## src/hdl/hiz_pkg.sv

```systemverilog
// Shared types and constants for the hierarchical-Z occlusion test engine.
// Holds the opcode, state, datapath command and status types.
// No dependencies.
package hiz_pkg;

   localparam int CW = 7;        // coordinate and side width
   localparam int DW = 25;       // signed depth code width, -1 is empty
   localparam int SPAN_L2 = 16;  // spans above this test on level 2
   localparam int SPAN_L1 = 8;   // spans above this test on level 1

   typedef enum logic [1:0] {
      OP_LOAD       = 2'd0,
      OP_TEST       = 2'd1,
      OP_WRITE      = 2'd2,
      OP_TEST_WRITE = 2'd3
   } op_type;

   typedef enum logic [4:0] {
      S_CLEAR, S_IDLE, S_DISPATCH, S_T_EMPTY, S_T_RD, S_T_CHK,
      S_W_INIT, S_W_EMPTY, S_W_RD, S_W_WR, S_LOADWR, S_FULL, S_UP,
      S_R0, S_R1, S_R2, S_R3, S_RWR, S_DONE
   } state_type;

   typedef enum logic [2:0] {
      INIT_NONE, INIT_TEST, INIT_WRITE, INIT_LOAD, INIT_FULL, INIT_UP
   } init_type;

   typedef enum logic [1:0] {
      WR_CLEAR, WR_LOAD, WR_FAR, WR_ACC
   } wsel_type;

   typedef struct packed {
      logic       capture;
      logic       cfg_we;
      init_type   init;
      logic       advance;
      logic       rd_src;
      logic [1:0] rd_sub;
      logic       acc_en;
      logic       acc_first;
      logic       wr_en;
      wsel_type   wr_sel;
   } cmd_type;

   typedef struct packed {
      op_type op;
      logic   empty;
      logic   last;
      logic   fail;
      logic   has_up;
      logic   load_ok;
      logic   clr_last;
   } stat_type;

endpackage

```

## src/hdl/hiz_ctrl.sv

```systemverilog
// Controller of the hierarchical-Z engine: sequences clear, test, write,
// load and pyramid update, and drives the datapath by command.
// Depends on hiz_pkg.
module hiz_ctrl (
   input  logic              clock,
   input  logic              reset,
   input  logic              req_start,
   input  logic              csr_valid,
   input  hiz_pkg::stat_type stat,
   output hiz_pkg::cmd_type  cmd,
   output logic              busy,
   output logic              csr_ready,
   output logic              rsp_done,
   output logic              rsp_occluded,
   output logic              rsp_written
);
   import hiz_pkg::*;

   state_type state_ff, state_in;
   logic occ_ff, occ_in, wr_ff, wr_in, cfg_ff, cfg_in;

   always_ff @(posedge clock) begin
      if (reset) begin
         state_ff <= S_CLEAR;
         occ_ff   <= 1'b0;
         wr_ff    <= 1'b0;
         cfg_ff   <= 1'b0;
      end else begin
         state_ff <= state_in;
         occ_ff   <= occ_in;
         wr_ff    <= wr_in;
         cfg_ff   <= cfg_in;
      end
   end

   // next state
   always_comb begin
      state_in = state_ff;
      occ_in   = occ_ff;
      wr_in    = wr_ff;
      cfg_in   = cfg_ff;
      case (state_ff)
         S_CLEAR: if (stat.clr_last) state_in = S_IDLE;
         S_IDLE: begin
            if (req_start) begin
               state_in = S_DISPATCH;
               occ_in   = 1'b0;
               wr_in    = 1'b0;
               cfg_in   = 1'b0;
            end else if (csr_valid) begin
               state_in = S_FULL;
               cfg_in   = 1'b1;
            end
         end
         S_DISPATCH: begin
            case (stat.op)
               OP_LOAD:  state_in = stat.load_ok ? S_LOADWR : S_DONE;
               OP_WRITE: begin
                  state_in = S_W_EMPTY;
                  wr_in    = 1'b1;
               end
               default:  state_in = S_T_EMPTY;
            endcase
         end
         S_T_EMPTY: begin
            if (stat.empty) begin
               occ_in   = 1'b1;
               state_in = S_DONE;
            end else begin
               state_in = S_T_RD;
            end
         end
         S_T_RD: state_in = S_T_CHK;
         S_T_CHK: begin
            if (stat.fail) begin
               state_in = (stat.op == OP_TEST_WRITE) ? S_W_INIT : S_DONE;
            end else if (stat.last) begin
               occ_in   = 1'b1;
               state_in = S_DONE;
            end else begin
               state_in = S_T_RD;
            end
         end
         S_W_INIT: begin
            state_in = S_W_EMPTY;
            wr_in    = 1'b1;
         end
         S_W_EMPTY: state_in = stat.empty ? S_DONE : S_W_RD;
         S_W_RD:    state_in = S_W_WR;
         S_W_WR:    state_in = stat.last ? S_UP : S_W_RD;
         S_LOADWR:  state_in = S_UP;
         S_FULL:    state_in = S_UP;
         S_UP: begin
            if (stat.has_up) begin
               state_in = S_R0;
            end else begin
               state_in = cfg_ff ? S_IDLE : S_DONE;
            end
         end
         S_R0:   state_in = S_R1;
         S_R1:   state_in = S_R2;
         S_R2:   state_in = S_R3;
         S_R3:   state_in = S_RWR;
         S_RWR:  state_in = stat.last ? S_UP : S_R0;
         S_DONE: state_in = S_IDLE;
         default: state_in = S_IDLE;
      endcase
   end

   // datapath commands
   always_comb begin
      cmd = '{capture: 1'b0, cfg_we: 1'b0, init: INIT_NONE, advance: 1'b0,
              rd_src: 1'b0, rd_sub: 2'd0, acc_en: 1'b0, acc_first: 1'b0,
              wr_en: 1'b0, wr_sel: WR_LOAD};
      case (state_ff)
         S_CLEAR: begin
            cmd.wr_en  = 1'b1;
            cmd.wr_sel = WR_CLEAR;
         end
         S_IDLE: begin
            cmd.capture = req_start;
            cmd.cfg_we  = csr_valid && !req_start;
         end
         S_DISPATCH: begin
            case (stat.op)
               OP_LOAD:  cmd.init = stat.load_ok ? INIT_LOAD : INIT_NONE;
               OP_WRITE: cmd.init = INIT_WRITE;
               default:  cmd.init = INIT_TEST;
            endcase
         end
         S_T_CHK:  cmd.advance = !stat.fail && !stat.last;
         S_W_INIT: cmd.init = INIT_WRITE;
         S_W_WR: begin
            cmd.wr_en   = 1'b1;
            cmd.wr_sel  = WR_FAR;
            cmd.advance = !stat.last;
         end
         S_LOADWR: cmd.wr_en = 1'b1;
         S_FULL:   cmd.init = INIT_FULL;
         S_UP:     cmd.init = stat.has_up ? INIT_UP : INIT_NONE;
         S_R0: begin
            cmd.rd_src = 1'b1;
            cmd.rd_sub = 2'd0;
         end
         S_R1: begin
            cmd.rd_src    = 1'b1;
            cmd.rd_sub    = 2'd1;
            cmd.acc_en    = 1'b1;
            cmd.acc_first = 1'b1;
         end
         S_R2: begin
            cmd.rd_src = 1'b1;
            cmd.rd_sub = 2'd2;
            cmd.acc_en = 1'b1;
         end
         S_R3: begin
            cmd.rd_src = 1'b1;
            cmd.rd_sub = 2'd3;
            cmd.acc_en = 1'b1;
         end
         S_RWR: begin
            cmd.wr_en   = 1'b1;
            cmd.wr_sel  = WR_ACC;
            cmd.advance = !stat.last;
         end
         default: ;
      endcase
   end

   assign busy         = (state_ff != S_IDLE);
   assign csr_ready    = (state_ff == S_IDLE) && !req_start;
   assign rsp_done     = (state_ff == S_DONE);
   assign rsp_occluded = occ_ff;
   assign rsp_written  = wr_ff;

endmodule

```

## config.mk

```make
export PLATFORM = sky130hd
export DESIGN_NAME = hiz_ctrl
export DESIGN_NICKNAME = d
export VERILOG_FILES = /design/src/hdl/hiz_pkg.sv /design/src/hdl/hiz_ctrl.sv
export SDC_FILE = /design/constraint.sdc
export NUM_CORES = 1
export LEC_CHECK = 0
export ABC_CLOCK_PERIOD_IN_PS = 1400
export BUFFER_PORTS_ARGS = -buffer_cell sky130_fd_sc_hd__buf_2
export CAP_MARGIN = 10
export CORE_MARGIN = 8
export CORE_UTILIZATION = 47
export CTS_BUF_LIST = sky130_fd_sc_hd__clkbuf_8
export DETAILED_ROUTE_END_ITERATION = 16
export PLACE_DENSITY = 0.78
export REMOVE_ABC_BUFFERS = 1
export SYNTH_ARGS = -nofsm -noshare
export SYNTH_HDL_FRONTEND = slang
export SYNTH_SLANG_ARGS = --single-unit
```

## constraint.sdc

```tcl
create_clock -name clock -period 1.4 [get_ports clock]
set_input_delay 0.28 -clock clock [delete_from_list [all_inputs] [get_ports clock]]
set_output_delay 0.28 -clock clock [all_outputs]
set_load 0.05 [all_outputs]
```

==> results.yml, run 1 <==
outcome:
  status: "did not finish"
  haltStage: "5_1_grt"
  error: "[ERROR DPL-0038] Utilization greater than 100%, impossible to legalize"
yosys:
  synthXorXnorAreaFrac_pct: 1.88
  synth-compound-area-share_pct: 31.5
  synth_fa_ha_area_share_pct: 0
  syn_area_per_cell_um2: 7.15
  netlist_instances: 130
  synthTopCellsByArea: "dfxtp_1 17%, nor2_1 7.3%, a21oi_1 4.8%"
  synth_top_area_share_pct: 17.2
  yosysTopAreaCell: "dfxtp_1"
  synth_area_um2: 930
  muxShareOfSynthArea_pct: 0
  ys_ff_latch: 8
  synth_warnings: 0
  synth-simple-area-share_pct: 39.8
  seq_area_frac_synth_pct: 17.2
  ys_types: 47
  async_flop_share_pct: 0
  synth_edf_count: 0
  synth_top_family_by_area: "simple AND/OR/NAND/NOR gates"
  ys.flop_type: "dfxtp_1"
timing:
  grt_repair_worst_endpoint: "cmd[9]"
  worst-endpoint-pin-kind: "output port"
place:
  gp_congestion: 0.969
  place_area_mm2: 0.00130
  hpwlAfterDp_um: 2770
  portBuffers: 30
global_route:
  grt_max_degree: 13
clock_tree:
  clock_path_buffers: 2
  cts-root-buf: "clkbuf_8"
  cts_hold_repair.buffers: 0
  clock-sinks: 8
  cts_made_buffers: 3
  htree_levels: 1
die:
  rows: 16
  die_w_um: 60.5
  start_util_pct: 48.4
  io_pins: 31
  fp.dieH_um: 60.5
synthesized netlist by cell type, types with 3 or more instances:
cell type and number:
a21o_1 3, inv_1 5, nor2b_1 4, dfxtp_1 8
buf_2 5, nand2_1 7, nor2_1 18, nand3_1 4
o21ai_0 6, nor3_1 6, nand2b_1 4, nand3b_1 4
a21oi_1 9, a31oi_1 5
what timing repair did:
| action | 4_1_cts |
|---|---|
| pin swaps | 8 |
| gates resized for setup | 65 |
| setup buffers | 8 |
| setup endpoints to repair | 23 |
kinds of logic after synthesis:
logic type | count (synthesis)
xor+xnor | 2
simple gates | 63
compound gates | 40
buf+inv | 17
flops | 8
through the flow:
stage | setup WS, ns | instances | hold slack, ns
CTS | -0.466 | 221 | 0.320
detailed placement | -0.353 | 210 | 0.450
global placement | -0.308 | 210 | 0.440
floorplan | -1.45 | 120 | 0.346
==> inputs of run 2 (changes only) <==
==> config.mk (replaced) <==
export PLATFORM = sky130hd
export DESIGN_NAME = hiz_ctrl
export DESIGN_NICKNAME = d
export VERILOG_FILES = /design/src/hdl/hiz_pkg.sv /design/src/hdl/hiz_ctrl.sv
export SDC_FILE = /design/constraint.sdc
export NUM_CORES = 1
export LEC_CHECK = 0
export ABC_CLOCK_PERIOD_IN_PS = 1800
export BUFFER_PORTS_ARGS = -buffer_cell sky130_fd_sc_hd__buf_2
export CAP_MARGIN = 10
export CORE_AREA = 8 8 69 71
export DETAILED_ROUTE_END_ITERATION = 16
export DIE_AREA = 0 0 77 79
export PLACE_DENSITY_LB_ADDON = 0.15
export REMOVE_ABC_BUFFERS = 1
export SYNTH_ARGS = -nofsm -noshare
export SYNTH_HDL_FRONTEND = slang
export SYNTH_SLANG_ARGS = --single-unit
==> constraint.sdc (replaced) <==
create_clock -name clock -period 1.8 [get_ports clock]
set_input_delay 0.36 -clock clock [delete_from_list [all_inputs] [get_ports clock]]
set_output_delay 0.36 -clock clock [all_outputs]
set_load 0.05 [all_outputs]
==> results.yml, run 2 <==
detailed_routing:
  via_per_inst: 5.09
  drt-initial-drc-count: 142
  dr.pass1.iters: 4
  post_drt_wl_per_cell_um: 15.7
  num_vias: 1246
  ant_nets: 0
  routed_wl_um: 3840
  drc_errors: 0
timing:
  setup-tns-final_ns: -1.07
  slew_violations: 0
  finalCritPeriodShare_pct: 109
  worst_slew_pin_slew_ns: 0.427
  hold_viol_final: 0
  fin_crit_ns: 1.96
  slew_headroom_pct: 71.2
  max_freq_mhz: 509
  setup_viol: 11
  rsz0062_at_grt: "yes"
  clock_skew_ns: 0.000531
  fin_ws_ns: -0.164
clock_tree:
  clk_pin_slew_ns: 0.04
  clk_latency_ns: 0.23
  cts_tree: "built"
  cts-root-buf: "clkbuf_8"
  cts_made_buffers: 3
  clock_path_buffers: 2
  clock-sinks: 8
  cts_hold_repair.buffers: 0
  htree_levels: 1
yosys:
  seq_area_frac_synth_pct: 17.2
  async_flop_share_pct: 0
  synth_common_cells: "18 x nor2_1, 9 x a21oi_1, 8 x dfxtp_1, 7 x nand2_1"
  ys_types: 47
  ys_ff_latch: 8
  yosysTopAreaCell: "dfxtp_1"
  synth_most_common_cell: "nor2_1"
  synth_warnings: 0
  netlist_instances: 130
  syn_area_per_cell_um2: 7.15
  synthTopCellsByArea: "dfxtp_1 17%, nor2_1 7.3%, a21oi_1 4.8%"
  ys.flop_type: "dfxtp_1"
  synth_area_um2: 930
  synth_top_area_share_pct: 17.2
  synth_edf_count: 0
die:
  core_mm2: 0.00380
  rows: 23
  die-area_mm2: 0.00608
  die_w_um: 77
  start_util_pct: 24.5
  fp.dieH_um: 79
  io_pins: 31
layout:
  multi_input_area_um2: 787
  fin_nets: 209
  final_common_cell: "buf_4"
  final_cells: 245
  postLayoutCoreUtil_pct: 43.8
  largest_reg_flops: 5
  n_fill_cell: 395
  top_register: "state_ff"
  area_growth_syn_to_layout_pct: 78.9
  most-common-layout-cells: "37 x buf_4, 17 x buf_6, 16 x buf_2, 14 x nor2_1, 7 x a21oi_1"
  drive_above_1_share_pct: 55.4
  regArea_um2: 174
  antenna_cells: 0
worst_setup_path:
  crit_top_cell: "or3_4"
  arrival_ns: 1.60
  max_stage_delay_ns: 0.37
  end_kind: "output pin"
  r2r_start: "state_ff[0]$_SDFFE_PP0P_"
  crit_chain: "buf_6 > or3_4 > or3_4 > inv_2 > buf_8"
  r2r_slack_ns: 0.07
  critPathKind: "register to output pin"
  crit_required_ns: 1.44
  startpoint_type: "register"
  path_max_fanout: 4
  startpoint: "state_ff[1]$_SDFFE_PP0P_"
  crit_slowest_cell: "or3_4"
place:
  gp_congestion: 0.882
  dpl.cell_count: 232
  hpwlAfterDp_um: 2840
  portBuffers: 30
power:
  vdd_drop_max_v: 0.000718
  p_per_area_mw_per_mm2: 611
  p_leak_nw: 0.722
outcome:
  failed_checks: "negative setup slack"
  status: "finished with violations"
global_route:
  grt_max_degree: 13
  grt_pass1_wl_um: 5840
  antenna_found_initial: 0
  grt_overflow_total: 0
  grt_pass1_vias: 1236
  grt_usage_pct: 11.3
run:
  drv_cap: 0
min_path:
  min_from: "reset"
  min-delay-path-class: "input port to register"
run 2: logic make-up (layout without fill, tap and decap cells):
kind of cell           count (synthesis)  after routing  synth area share, %
AND/OR/NAND/NOR                       63             63                 39.8
buffers and inverters                 17             82                 9.56
AO/OA/AOI/OAI                         40             40                 31.5
flip-flops                             8              8                 17.2
XOR/XNOR                               2              2                 1.88
run 2: path summary, 6_finish.rpt:
kind	to	cells after the start
min reg2reg	rsp_written$_SDFFE_PP0P_	2
min	state_ff[0]$_SDFFE_PP0P_	2
max	csr_ready	5
max reg2reg	state_ff[0]$_SDFFE_PP0P_	6
run 2: stage by stage:
step | hold WS (ns) | cell area, um2 | worst slack (ns) | power [W]
after floorplan | 0.426 | 867 | -1.13 | 0.000501
after global placement | 0.449 | 1320 | -0.0548 | 0.000694
after detailed placement | 0.449 | 1320 | -0.0613 | 0.000695
after CTS | 0.410 | 1530 | -0.136 | 0.000976
after global routing | 0.425 | 1660 | -0.240 | 0.00107
final | 0.419 | 1660 | -0.164 | 0.00102
run 2: area by class of cell:
cell class,count,share of cell area (%)
Multi-Input combinational cell,105,47.3
Timing Repair Buffer,72,34.4
Sequential cell,8,10.5
Tap cell,50,3.76
Clock buffer,3,2.48
Inverter,7,1.58
run 2: power by group:
part	internal, W	switching (W)	leakage (nW)
sequential	0.000192	0.0000195	0.0682
combinational	0.000250	0.000338	0.632
clock	0.000145	0.0000708	0.0216
run 2: critical path: cells and delay by family (launching register included):
| kind | cells | cell delay (ns) |
|---|---|---|
| buffers and inverters | 3 | 0.32 |
| flip-flops | 1 | 0.35 |
| AND/OR/NAND/NOR | 2 | 0.71 |
run 2: routing by layer:
layer | vias to the layer above | part of all wire [%] | track usage, %
li1 | 610 | - | -
met1 | 583 | 44 | 14.1
met2 | 49 | 50 | 20.4
met3 | 4 | 5.7 | 2.82
met4 | 0 | 1.0 | 0.189
met5 | - | 0 | 0
run 2: what timing repair did:
action / in CTS / in global routing
gates resized for setup: 43 / 21
setup endpoints to repair: 14 / 16
setup buffers: 3 / 7
pin swaps: 8 / 10
(Power assumes the default switching activity.)
